===== src/usip_pkg.sv =====
// ----------------------------------------------------------------------------
// usip_pkg
// Types, constants and codes shared by the UAS status IU parser modules.
// ----------------------------------------------------------------------------
package usip_pkg;

  localparam int unsigned BYTE_W   = 8;
  localparam int unsigned SIZE_W   = 13;
  localparam int unsigned TAG_W    = 16;
  localparam int unsigned MODE_W   = 2;
  localparam int unsigned POS_W    = 13;
  localparam int unsigned SLEN_W   = 16;
  localparam int unsigned ERR_W    = 3;
  localparam int unsigned KEY_W    = 4;
  localparam int unsigned SENSE_N  = 6;

  localparam int unsigned IU_MAX_BYTES_DEF = 4096;

  localparam logic [POS_W-1:0] POS_MAX = '1;

  // IU identifiers
  localparam logic [BYTE_W-1:0] IU_ID_SENSE       = 8'h03;
  localparam logic [BYTE_W-1:0] IU_ID_RESPONSE    = 8'h04;
  localparam logic [BYTE_W-1:0] IU_ID_READ_READY  = 8'h06;
  localparam logic [BYTE_W-1:0] IU_ID_WRITE_READY = 8'h07;

  // Sense response codes (bit 7 masked off)
  localparam logic [6:0] RC_FIXED_CUR  = 7'h70;
  localparam logic [6:0] RC_FIXED_DEF  = 7'h71;
  localparam logic [6:0] RC_DESC_CUR   = 7'h72;
  localparam logic [6:0] RC_DESC_DEF   = 7'h73;

  localparam logic [SLEN_W-1:0] FIXED_MIN_LEN = 16'd14;
  localparam logic [SLEN_W-1:0] DESC_MIN_LEN  = 16'd4;

  localparam logic [MODE_W-1:0] MODE_SENSE      = 2'd0;
  localparam logic [MODE_W-1:0] MODE_READ_READY = 2'd1;

  typedef enum logic [ERR_W-1:0] {
    ERR_NONE     = 3'd0,
    ERR_SHORT    = 3'd1,
    ERR_TAG      = 3'd2,
    ERR_RESPONSE = 3'd3,
    ERR_UNIT_ID  = 3'd4
  } err_code_t;

  typedef struct packed {
    logic [BYTE_W-1:0] iu_byte;
    logic [SIZE_W-1:0] iu_size;
    logic [TAG_W-1:0]  cmd_tag;
    logic [MODE_W-1:0] mode;
    logic              last_byte;
  } item_t;

  // Unit state as it stands after the current byte has been captured
  typedef struct packed {
    logic [BYTE_W-1:0]              unit_id;
    logic [TAG_W-1:0]               unit_tag;
    logic [BYTE_W-1:0]              status_byte;
    logic [SLEN_W-1:0]              sense_len;
    logic [SENSE_N-1:0][BYTE_W-1:0] sense;
  } unit_view_t;

  typedef struct packed {
    logic              ok;
    err_code_t         error_code;
    logic [BYTE_W-1:0] dev_status;
    logic              sns_valid;
    logic [KEY_W-1:0]  sns_key;
    logic [BYTE_W-1:0] add_sense_code;
    logic [BYTE_W-1:0] add_sense_qualifier;
  } result_t;

endpackage


===== src/usip_if.sv =====
// ----------------------------------------------------------------------------
// usip_if
// Valid/ready channels for status bytes in and verdicts out.
// ----------------------------------------------------------------------------
interface usip_in_if;
  import usip_pkg::*;
  logic              valid;
  logic              ready;
  logic [BYTE_W-1:0] iu_byte;
  logic [SIZE_W-1:0] iu_size;
  logic [TAG_W-1:0]  cmd_tag;
  logic [MODE_W-1:0] mode;
  logic              last_byte;

  modport source (output valid, iu_byte, iu_size, cmd_tag, mode, last_byte,
                  input ready);
  modport sink   (input valid, iu_byte, iu_size, cmd_tag, mode, last_byte,
                  output ready);
endinterface

interface usip_out_if;
  import usip_pkg::*;
  logic              valid;
  logic              ready;
  logic              ok;
  logic [ERR_W-1:0]  error_code;
  logic [BYTE_W-1:0] dev_status;
  logic              sns_valid;
  logic [KEY_W-1:0]  sns_key;
  logic [BYTE_W-1:0] add_sense_code;
  logic [BYTE_W-1:0] add_sense_qualifier;

  modport source (output valid, ok, error_code, dev_status, sns_valid, sns_key,
                         add_sense_code, add_sense_qualifier,
                  input ready);
  modport sink   (input valid, ok, error_code, dev_status, sns_valid, sns_key,
                        add_sense_code, add_sense_qualifier,
                  output ready);
endinterface


===== src/uas_status_iu_parser_unit.sv =====
// ----------------------------------------------------------------------------
// uas_status_iu_parser_unit
// Path: after the last byte's transaction the verdict passes the input
//   register, then the result register, before it is on out_ch.
// One byte per cycle unless out_ch stalls; capture/verdict is one register stage.
// Reset: synchronous rst_n clears the byte position, captured unit state and
//   both valid flags; no result is pending after reset.
// ----------------------------------------------------------------------------
module uas_status_iu_parser_unit
  import usip_pkg::*;
#(
  parameter int unsigned IU_MAX_BYTES = IU_MAX_BYTES_DEF
) (
  input  logic    clk,
  input  logic    rst_n,
  usip_in_if.sink    in_ch,
  usip_out_if.source out_ch
);

  logic       s1_valid_r, s1_valid_nxt;
  item_t      s1_item_r;
  logic       out_valid_r, out_valid_nxt;
  result_t    out_res_r;
  logic       advance;
  logic       step;
  logic       in_fire;
  unit_view_t view;
  logic [SIZE_W-1:0] size_c;
  result_t    res;

  assign advance     = !out_valid_r || out_ch.ready;
  assign step        = s1_valid_r && advance;
  assign in_ch.ready = !s1_valid_r || advance;
  assign in_fire     = in_ch.valid && in_ch.ready;

  usip_capture #(
    .IU_MAX_BYTES(IU_MAX_BYTES)
  ) u_capture (
    .clk    (clk),
    .rst_n  (rst_n),
    .item   (s1_item_r),
    .step   (step),
    .view   (view),
    .size_c (size_c)
  );

  usip_verdict u_verdict (
    .view    (view),
    .size_c  (size_c),
    .cmd_tag (s1_item_r.cmd_tag),
    .mode    (s1_item_r.mode),
    .res     (res)
  );

  always_comb begin
    s1_valid_nxt = s1_valid_r;
    if (in_fire)   s1_valid_nxt = 1'b1;
    else if (step) s1_valid_nxt = 1'b0;
    out_valid_nxt = out_valid_r;
    if (advance) out_valid_nxt = step && s1_item_r.last_byte;
  end

  always_ff @(posedge clk) begin
    if (!rst_n) begin
      s1_valid_r  <= 1'b0;
      out_valid_r <= 1'b0;
    end else begin
      s1_valid_r  <= s1_valid_nxt;
      out_valid_r <= out_valid_nxt;
    end
  end

  always_ff @(posedge clk) begin
    if (in_fire) begin
      s1_item_r.iu_byte   <= in_ch.iu_byte;
      s1_item_r.iu_size   <= in_ch.iu_size;
      s1_item_r.cmd_tag   <= in_ch.cmd_tag;
      s1_item_r.mode      <= in_ch.mode;
      s1_item_r.last_byte <= in_ch.last_byte;
    end
    if (step) out_res_r <= res;
  end

  assign out_ch.valid               = out_valid_r;
  assign out_ch.ok                  = out_res_r.ok;
  assign out_ch.error_code          = out_res_r.error_code;
  assign out_ch.dev_status          = out_res_r.dev_status;
  assign out_ch.sns_valid           = out_res_r.sns_valid;
  assign out_ch.sns_key             = out_res_r.sns_key;
  assign out_ch.add_sense_code      = out_res_r.add_sense_code;
  assign out_ch.add_sense_qualifier = out_res_r.add_sense_qualifier;

endmodule


===== src/usip_capture.sv =====
// ----------------------------------------------------------------------------
// usip_capture
// Byte position tracking and capture of header fields and sense bytes.
// ----------------------------------------------------------------------------
module usip_capture
  import usip_pkg::*;
#(
  parameter int unsigned IU_MAX_BYTES = IU_MAX_BYTES_DEF
) (
  input  logic              clk,
  input  logic              rst_n,
  input  item_t             item,
  input  logic              step,
  output unit_view_t        view,
  output logic [SIZE_W-1:0] size_c
);

  localparam logic [SIZE_W-1:0] MAX_CLAMP =
    (IU_MAX_BYTES >= (1 << SIZE_W)) ? {SIZE_W{1'b1}} : SIZE_W'(IU_MAX_BYTES);

  logic [POS_W-1:0] pos_r, pos_nxt;
  unit_view_t       view_r;
  unit_view_t       base_v;
  logic             longhdr;
  logic [POS_W-1:0] base_pos;
  logic [POS_W-1:0] len_pos;
  logic [POS_W-1:0] offs;
  logic [BYTE_W-1:0] b;

  assign b       = item.iu_byte;
  assign size_c  = (item.iu_size > MAX_CLAMP) ? MAX_CLAMP : item.iu_size;
  assign longhdr = (size_c >= SIZE_W'(16));
  assign base_pos = longhdr ? POS_W'(16) : POS_W'(8);
  assign len_pos  = longhdr ? POS_W'(14) : POS_W'(4);
  assign offs     = pos_r - base_pos;

  always_comb begin
    base_v = view_r;
    // first byte of a unit starts from a clean slate
    if (pos_r == '0) begin
      base_v         = '0;
      base_v.unit_id = b;
    end
    view = base_v;
    if (pos_r == POS_W'(2)) view.unit_tag[15:8] = b;
    if (pos_r == POS_W'(3)) view.unit_tag[7:0]  = b;
    if (pos_r == POS_W'(6)) view.status_byte    = b;
    if (pos_r == len_pos)            view.sense_len[15:8] = b;
    if (pos_r == len_pos + POS_W'(1)) view.sense_len[7:0] = b;
    if (pos_r >= base_pos) begin
      if (offs <= POS_W'(3))       view.sense[offs[1:0]] = b;
      else if (offs == POS_W'(12)) view.sense[4] = b;
      else if (offs == POS_W'(13)) view.sense[5] = b;
    end
  end

  always_comb begin
    pos_nxt = pos_r;
    if (item.last_byte)      pos_nxt = '0;
    else if (pos_r != POS_MAX) pos_nxt = pos_r + POS_W'(1);
  end

  always_ff @(posedge clk) begin
    if (!rst_n) begin
      pos_r  <= '0;
      view_r <= '0;
    end else if (step) begin
      pos_r  <= pos_nxt;
      view_r <= view;
    end
  end

endmodule


===== src/usip_verdict.sv =====
// ----------------------------------------------------------------------------
// usip_verdict
// Unit checks, sense length clamping and sense format decode.
// ----------------------------------------------------------------------------
module usip_verdict
  import usip_pkg::*;
(
  input  unit_view_t        view,
  input  logic [SIZE_W-1:0] size_c,
  input  logic [TAG_W-1:0]  cmd_tag,
  input  logic [MODE_W-1:0] mode,
  output result_t           res
);

  logic              longhdr;
  logic [SIZE_W-1:0] avail;
  logic [SLEN_W-1:0] len_adj;
  logic [SLEN_W-1:0] len;
  logic [6:0]        rc;
  logic [BYTE_W-1:0] want_id;
  logic              is_fixed;
  logic              is_desc;

  assign longhdr = (size_c >= SIZE_W'(16));
  assign avail   = longhdr ? size_c - SIZE_W'(16) : size_c - SIZE_W'(8);
  // old 8-byte header counts two extra bytes in its sense length
  assign len_adj = (!longhdr && view.sense_len >= SLEN_W'(2)) ?
                   view.sense_len - SLEN_W'(2) : view.sense_len;
  assign len     = (len_adj > SLEN_W'(avail)) ? SLEN_W'(avail) : len_adj;
  assign rc      = view.sense[0][6:0];
  assign is_fixed = (rc == RC_FIXED_CUR || rc == RC_FIXED_DEF) && len >= FIXED_MIN_LEN;
  assign is_desc  = (rc == RC_DESC_CUR || rc == RC_DESC_DEF) && len >= DESC_MIN_LEN;
  assign want_id  = (mode == MODE_READ_READY) ? IU_ID_READ_READY : IU_ID_WRITE_READY;

  always_comb begin
    res = '0;
    res.error_code = ERR_NONE;
    priority if (size_c < SIZE_W'(4)) begin
      res.error_code = ERR_SHORT;
    end else if (view.unit_tag != cmd_tag) begin
      res.error_code = ERR_TAG;
    end else if (mode != MODE_SENSE) begin
      if (view.unit_id == want_id) res.ok = 1'b1;
      else                         res.error_code = ERR_UNIT_ID;
    end else if (view.unit_id == IU_ID_RESPONSE) begin
      res.error_code = ERR_RESPONSE;
    end else if (view.unit_id != IU_ID_SENSE) begin
      res.error_code = ERR_UNIT_ID;
    end else if (size_c < SIZE_W'(8)) begin
      res.error_code = ERR_SHORT;
    end else begin
      res.ok         = 1'b1;
      res.dev_status = view.status_byte;
      if (len != '0) begin
        if (is_fixed) begin
          res.sns_valid           = 1'b1;
          res.sns_key             = view.sense[2][KEY_W-1:0];
          res.add_sense_code      = view.sense[4];
          res.add_sense_qualifier = view.sense[5];
        end else if (is_desc) begin
          res.sns_valid           = 1'b1;
          res.sns_key             = view.sense[1][KEY_W-1:0];
          res.add_sense_code      = view.sense[2];
          res.add_sense_qualifier = view.sense[3];
        end
      end
    end
  end

endmodule


===== src/flat_wrapper.sv =====
// flat-port wrapper written by rule: the top's interface ports become plain ports
module uas_status_iu_parser_unit_flat import usip_pkg::*;
#(
  parameter int unsigned IU_MAX_BYTES = IU_MAX_BYTES_DEF
)
  (clk, rst_n, in_ch_valid, in_ch_iu_byte, in_ch_iu_size, in_ch_cmd_tag, in_ch_mode, in_ch_last_byte, in_ch_ready, out_ch_valid, out_ch_ok, out_ch_error_code, out_ch_dev_status, out_ch_sns_valid, out_ch_sns_key, out_ch_add_sense_code, out_ch_add_sense_qualifier, out_ch_ready);
  usip_in_if in_ch_i ();
  usip_out_if out_ch_i ();
  input  logic clk;
  input  logic rst_n;
  input wire logic [$bits(in_ch_i.valid)-1:0] in_ch_valid;
  input wire logic [$bits(in_ch_i.iu_byte)-1:0] in_ch_iu_byte;
  input wire logic [$bits(in_ch_i.iu_size)-1:0] in_ch_iu_size;
  input wire logic [$bits(in_ch_i.cmd_tag)-1:0] in_ch_cmd_tag;
  input wire logic [$bits(in_ch_i.mode)-1:0] in_ch_mode;
  input wire logic [$bits(in_ch_i.last_byte)-1:0] in_ch_last_byte;
  output wire logic [$bits(in_ch_i.ready)-1:0] in_ch_ready;
  output wire logic [$bits(out_ch_i.valid)-1:0] out_ch_valid;
  output wire logic [$bits(out_ch_i.ok)-1:0] out_ch_ok;
  output wire logic [$bits(out_ch_i.error_code)-1:0] out_ch_error_code;
  output wire logic [$bits(out_ch_i.dev_status)-1:0] out_ch_dev_status;
  output wire logic [$bits(out_ch_i.sns_valid)-1:0] out_ch_sns_valid;
  output wire logic [$bits(out_ch_i.sns_key)-1:0] out_ch_sns_key;
  output wire logic [$bits(out_ch_i.add_sense_code)-1:0] out_ch_add_sense_code;
  output wire logic [$bits(out_ch_i.add_sense_qualifier)-1:0] out_ch_add_sense_qualifier;
  input wire logic [$bits(out_ch_i.ready)-1:0] out_ch_ready;
  assign in_ch_i.valid = in_ch_valid;
  assign in_ch_i.iu_byte = in_ch_iu_byte;
  assign in_ch_i.iu_size = in_ch_iu_size;
  assign in_ch_i.cmd_tag = in_ch_cmd_tag;
  assign in_ch_i.mode = in_ch_mode;
  assign in_ch_i.last_byte = in_ch_last_byte;
  assign in_ch_ready = in_ch_i.ready;
  assign out_ch_valid = out_ch_i.valid;
  assign out_ch_ok = out_ch_i.ok;
  assign out_ch_error_code = out_ch_i.error_code;
  assign out_ch_dev_status = out_ch_i.dev_status;
  assign out_ch_sns_valid = out_ch_i.sns_valid;
  assign out_ch_sns_key = out_ch_i.sns_key;
  assign out_ch_add_sense_code = out_ch_i.add_sense_code;
  assign out_ch_add_sense_qualifier = out_ch_i.add_sense_qualifier;
  assign out_ch_i.ready = out_ch_ready;
  uas_status_iu_parser_unit #(.IU_MAX_BYTES(IU_MAX_BYTES)) u_core (.clk(clk), .rst_n(rst_n), .in_ch(in_ch_i), .out_ch(out_ch_i));
endmodule

===== config.mk =====
export PLATFORM = sky130hd
export DESIGN_NAME = uas_status_iu_parser_unit_flat
export DESIGN_NICKNAME = d
export VERILOG_FILES = /design/src/usip_pkg.sv /design/src/usip_if.sv /design/src/uas_status_iu_parser_unit.sv /design/src/usip_capture.sv /design/src/usip_verdict.sv /design/src/flat_wrapper.sv
export SDC_FILE = /design/constraint.sdc
export NUM_CORES = 1
export LEC_CHECK = 0
export BUFFER_PORTS_ARGS = -buffer_cell sky130_fd_sc_hd__buf_2
export CORE_UTILIZATION = 24
export DETAILED_ROUTE_END_ITERATION = 8
export PLACE_DENSITY_LB_ADDON = 0.05
export SLEW_MARGIN = 30
export SYNTH_ARGS = -nofsm -noshare
export SYNTH_HDL_FRONTEND = slang
export SYNTH_SLANG_ARGS = --single-unit

===== constraint.sdc =====
create_clock -name clk -period 16.55 [get_ports clk]
set_clock_uncertainty 0.15 [all_clocks]
set_input_delay 3.31 -clock clk [delete_from_list [all_inputs] [get_ports clk]]
set_output_delay 3.31 -clock clk [all_outputs]
set_load 0.02 [all_outputs]

Yosys cells after proc, flatten, opt, wreduce, memory -nomap -nowiden
Cells that the tools add are included.
Word-level totals
  bits in registers: 184
  input bits: 44
  output and inout bits: 35
  logic and storage cells: 123
Operators by class
  add/subtract/negate cells: 6
  order comparisons: 12
  eq/ne operators: 17
  multiplexer cells: 38
  bitwise operators: 1
  reductions and logical operators: 23
Operators with widths (count)
  96-bit two-way mux: 1
  8-bit two-way mux: 9
  13-bit two-way mux: 4
  48-bit bitwise mux: 1
  16-bit two-way mux: 3
  48-bit two-way mux: 1
  21-bit two-way mux: 2
  32-bit two-way mux: 1
  7-bit == test, second input constant: 4
  13-bit by 2-bit == test with 1-bit output, second input constant: 2
  13-bit by 4-bit == test with 1-bit output, second input constant: 2
  8-bit demux with 2-bit select: 1
  16-bit by 2-bit >= comparator with 1-bit output, second input constant: 1
  16-bit by 3-bit >= comparator with 1-bit output, second input constant: 1
  16-bit by 4-bit >= comparator with 1-bit output, second input constant: 1
  16-bit by 13-bit greater-than comparator with 1-bit output: 1
  16-bit inequality test: 1
  16-bit nonzero test: 1
  16-bit by 2-bit subtractor with 16-bit output, second input constant: 1
  13-bit by 1-bit adder with 13-bit output, second input constant: 1
  13-bit by 3-bit == test with 1-bit output, second input constant: 1
  13-bit by 4-bit == test with 1-bit output: 1
  13-bit by 5-bit == test with 1-bit output: 1
  13-bit by 5-bit >= comparator with 1-bit output: 1
  other kinds (31): 54

Depth between registers and ports, before layout
  depth in word-level cells: 17
  depth in mapped cells: 32
  depth with buffers taken out: 29

Cells and area by module
A second synthesis with hierarchy kept.
Second synthesis, totals
  cells, all modules: 1116
  area, all modules: 11038.1 sq um
By module, submodules not included
  usip_capture: instances 1, cells an instance 716, area an instance 6403.6 sq um, seq. area each 2182.1 sq um
  usip_verdict: instances 1, cells an instance 317, area an instance 2334.7 sq um, seq. area each 0.0 sq um
  uas_status_iu_parser_unit: instances 1, cells an instance 83, area an instance 2299.7 sq um, seq. area each 2232.1 sq um

Worst setup path before layout
Ideal clock, no wire load.
  kind: input-to-output
  start: input port out_ch_ready
  end: output port in_ch_ready
  arrival time: 3.583 ns
  required time: 13.090 ns
  setup slack: 9.507 ns
  stages: 1
  path buffers: 0
  path through: nand3b_1
Between the ends
  word-level cells in the longest chain between the ends: 2
Ends and longest elaborated chain
  start: declaration: line flat_wrapper.sv:26  | input wire logic [$bits(out_ch_i.ready)-1:0] out_ch_ready;
  1-bit logical OR: line uas_status_iu_parser_unit.sv:31  | assign advance = !out_valid_r || out_ch.ready;
  1-bit logical OR: line uas_status_iu_parser_unit.sv:33  | assign in_ch.ready = !s1_valid_r || advance;
  end: declaration: line flat_wrapper.sv:17  | output wire logic [$bits(in_ch_i.ready)-1:0] in_ch_ready;
Every way passes these cells.

Worst setup path in the final report
  start: register u_core.s1_item_r[31] in the netlist's numbering
  end: register u_core.out_res_r (netlist bit u_core.out_ch.sns_key[3]) (data pin)
Between the ends
  word-level cells in the longest chain between the ends: 16
  elaborated cells on any way between the ends: 42
  classes of those cells: add/sub: 5; order compare: 10; eq/ne: 6; mux: 12; bitwise: 1; reduce/logical: 8
Ends and longest elaborated chain
  start: declaration: line uas_status_iu_parser_unit.sv:21  | item_t s1_item_r;
  13-bit greater-than comparator: line usip_capture.sv:31  | assign size_c = (item.iu_size > MAX_CLAMP) ? MAX_CLAMP : item.iu_size;
  13-bit two-way mux (*): line usip_capture.sv:31
  13-bit by 5-bit >= comparator with 1-bit output: line usip_capture.sv:32, usip_verdict.sv:24
  4-bit two-way mux: line usip_capture.sv:34  | assign len_pos = longhdr ? POS_W'(14) : POS_W'(4);
  4-bit by 1-bit adder with 5-bit output: line usip_capture.sv:49  | if (pos_r == len_pos + POS_W'(1)) view.sense_len[7:0] = b;
  13-bit by 5-bit == test with 1-bit output: line usip_capture.sv:49
  8-bit two-way mux: line usip_capture.sv:49
  16-bit by 2-bit >= comparator with 1-bit output: line usip_verdict.sv:27  | assign len_adj = (!longhdr && view.sense_len >= SLEN_W'(2)) ?
  1-bit logical AND: line usip_verdict.sv:27
  16-bit two-way mux: line usip_verdict.sv:27
  16-bit by 13-bit greater-than comparator with 1-bit output: line usip_verdict.sv:29  | assign len = (len_adj > SLEN_W'(avail)) ? SLEN_W'(avail) : len_adj;
  16-bit two-way mux: line usip_verdict.sv:29
  16-bit by 3-bit >= comparator with 1-bit output: line usip_verdict.sv:32  | assign is_desc = (rc == RC_DESC_CUR || rc == RC_DESC_DEF) && len >= DESC_MIN_LEN;
  1-bit logical AND: line usip_verdict.sv:32
  21-bit two-way mux: line usip_verdict.sv:60  | end else if (is_desc) begin
  21-bit two-way mux: line usip_verdict.sv:55  | if (is_fixed) begin
  end signal: assignment: line uas_status_iu_parser_unit.sv:81  | if (step) out_res_r <= res;
  end: declaration: line uas_status_iu_parser_unit.sv:23  | result_t out_res_r;
Every way passes the cells marked *; elsewhere a longest branch is shown, timed or not.
A chain may end at the register's enable or synchronous reset.

==> results_dict.tcl <==
set metrics [dict create \
    outcome "finished, final reports clean" \
    place_inst 1626 \
    fp.dieArea_um2 42200 \
    die_h_um 206 \
    synth.yosys.seq_area_share_pct 43.2 \
    postCtsSetupBuffers 0 \
    via_per_inst 4.93 \
    hold_ws_ns 0.314 \
    reg2reg_to "u_core.out_ch.sns_key[3]$_SDFFCE_PP0P_" \
    ys.flop_type "dfxtp_1" \
    relSlewSlack_pct 43.5 \
    synthTopCellsByArea "edfxtp_1 22%, dfxtp_1 21%, a22oi_1 5.4%, nor2b_1 5.3%, nand2_1 3.8%" \
    clock_path_buffers 2 \
    rows 74 \
    post_route_cells_drive_above_1_share_pct 15.7 \
    clk_latency_ns 0.45 \
    slew_viol_final 0 \
    start_util_pct 24.3 \
    power_mw 0.982 \
    drt.antenna.violating_nets 0 \
    drc 0 \
    grt_max_degree 74 \
    async_flop_share_pct 0 \
    ys_warn_count 0 \
    p_per_area_nw_per_um2 86.1 \
    antenna_found_initial 0 \
    cap_violations 0 \
    use_met3_pct 2.82 \
    grtUsageMet2_pct 25.9 \
    cpMaxStageDelayCell "edfxtp_1" \
    grt_pass1_vias 8091 \
    place_area_um2 10800 \
    drt-total-wl_um 33400 \
    overflow 0 \
    cts_buffers 17 \
    min_path_cells 2 \
    fill_cells 4348 \
    yosys.area.top_type "edfxtp_1" \
    setup_viol 0 \
    drt_iter0_markers 417 \
    final_cells 1658 \
    io_buffers 78 \
    reg2reg_slack_ns 8.24 \
    rr_startpoint "u_core.s1_item_r[31]$_DFFE_PP_" \
    rsz0062_at_grt "no" \
    path_class "flip-flop to flip-flop" \
    arrival_ns 8.35 \
    max_freq_mhz 120 \
    h-tree-depth 4 \
    worst_pin_slew_ns 0.846 \
    netlist_instances 1068 \
    clk_pin_slew_ns 0.07 \
    synth_cell_type_count 84 \
    critPathRequiredTime_ns 16.59 \
    vias 8181 \
    io_pins 79 \
    wl_per_cell_um 20.1 \
    synth_edf_count 73 \
    core_area_um2 40800 \
    final_nets 1183 \
    crit_path_frequent_cell "ha_1" \
    final_area_um2 11400 \
    post_cts_resized 0 \
    grt_usage_pct 16.3 \
    drt_first_pass_iters 5 \
    min_from "u_core.u_capture.view_r[95]$_SDFFE_PN0P_" \
    cp_max_fo 20 \
    crit_path_start_kind "flip-flop" \
    ys_seq_elements 178 \
    vdd_drop_max_v 0.0000605 \
    top_usage_layer "met2" \
    fin_setup_tns_ns 0 \
    areaGrowthSynthToFinish_pct 14.7 \
    globalplace.congestion 0.780 \
    grt_util_met1_pct 22.9 \
    slowest_delay_ns 0.67 \
    syn_area_um2 9940 \
    cts-root-buf "clkbuf_16" \
    ctsHoldBuffers 0 \
    cp-end-kind "flip-flop" \
    fin_crit_sh_pct 50.2 \
    min_to "u_core.u_capture.view_r[95]$_SDFFE_PN0P_" \
    syn_nets 1138 \
    min_period_ns 8.31 \
    power.leakage_nw 3.95 \
    hold_viol_final 0 \
    r2r_cells 29 \
    grt_pass1_wl_um 51500 \
    synth.most_common_cell "dfxtp_1" \
    synth_area_per_cell_um2 9.31 \
    synth_common_cells "105 x dfxtp_1, 100 x nand2_1, 84 x nor2b_1, 73 x edfxtp_1, 72 x a22oi_1" \
    n_antenna_cell 0 \
    yosysTopAreaCellShare_pct 22.0 \
    hold_path_class "flip-flop to flip-flop" \
    cts_tree "done" \
    dp_hpwl_um 22400 \
    cts.sinks 178 \
    die_width_um 206 \
]
## sequential cells by signal, indices dropped and copies added (netlist names), 3 cells and up
name / flops
u_core.s1_item_r: 40
u_core.u_capture.view_r: 90
u_core.u_capture.pos_r: 13
u_core.out_ch.add_sense_code: 8
u_core.out_ch.add_sense_qualifier: 8
u_core.out_ch.dev_status: 8
u_core.out_ch.error_code: 3
u_core.out_ch.sns_key: 4
## where the power goes
group / switching, mW / internal (mW) / total (mW) / leakage [nW]
clock network: 0.191 / 0.231 / 0.423 / 0.286
registers: 0.00766 / 0.469 / 0.476 / 1.54
logic: 0.0587 / 0.0243 / 0.0830 / 2.13
## layout by cell type (no fill, tap or decap), types with 25 or more instances in the layout
master	instances
a21oi_1	68
a22oi_1	72
and3_1	48
buf_2	78
dfxtp_1	105
edfxtp_1	73
ha_1	25
nand2_1	99
nand3_1	36
nor2_1	67
nor2b_1	84
xor2_1	25
## layout make-up
class                      count  area (um2)  area share, %
clock buffer                  20         457           4.00
clock inverter                12         129           1.13
inverter                      19        71.3          0.625
multi-input combinational    801        5270           46.2
sequential                   178        4290           37.6
tap                          532         666           5.83
timing repair buffer          96         526           4.61
## metal layers
| metal | routed length [um] | up-vias |
|---|---|---|
| met2 | 15200 | 147 |
| li1 | - | 4027 |
| met3 | 920 | 16 |
| met1 | 16900 | 3991 |
| met5 | 0 | - |
| met4 | 350 | 0 |
## cell families (layout without fill, tap and decap cells)
logic type	Yosys count	after routing	share of synthesized area (%)
buffers and inverters	89	147	4.01
and+or+nand+nor	440	440	24.3
AOI/OAI and AO/OA	282	282	20.3
xor gates and xnor gates	41	41	3.61
DFF	178	178	43.2
adders and majority gates	26	26	3.35
muxes	12	12	1.22
## worst max-delay path by stage
stage | cells after the start | endpoint | from
finish | 29 | u_core.out_ch.sns_key[3]$_SDFFCE_PP0P_ | u_core.s1_item_r[31]$_DFFE_PP_
global placement | 29 | u_core.out_ch.sns_key[3]$_SDFFCE_PP0P_ | u_core.s1_item_r[31]$_DFFE_PP_
global route | 29 | u_core.out_ch.sns_key[3]$_SDFFCE_PP0P_ | u_core.s1_item_r[31]$_DFFE_PP_
CTS | 29 | u_core.out_ch.sns_key[3]$_SDFFCE_PP0P_ | u_core.s1_item_r[31]$_DFFE_PP_
floorplan | 1 | in_ch_ready | out_ch_ready
detailed placement | 29 | u_core.out_ch.sns_key[3]$_SDFFCE_PP0P_ | u_core.s1_item_r[31]$_DFFE_PP_
## worst max-delay path, delay by kind of cell (launching register included)
kind / cells / cell delay (ns)
simple gates: 10 / 2.67
compound gates: 12 / 2.60
fa+ha+maj: 4 / 1.16
buf+inv: 3 / 0.77
flops: 1 / 0.67
## stage by stage
| step | setup slack, ns | util (%) |
|---|---|---|
| finish | 8.24 | 27.9 |
| global placement | 8.45 | 26.5 |
| global route | 7.52 | 27.9 |
| floorplan | 9.51 | - |
| CTS | 8.20 | 27.9 |
| detailed placement | 8.23 | 26.5 |
Note: power is estimated with default switching activity, not from simulation.
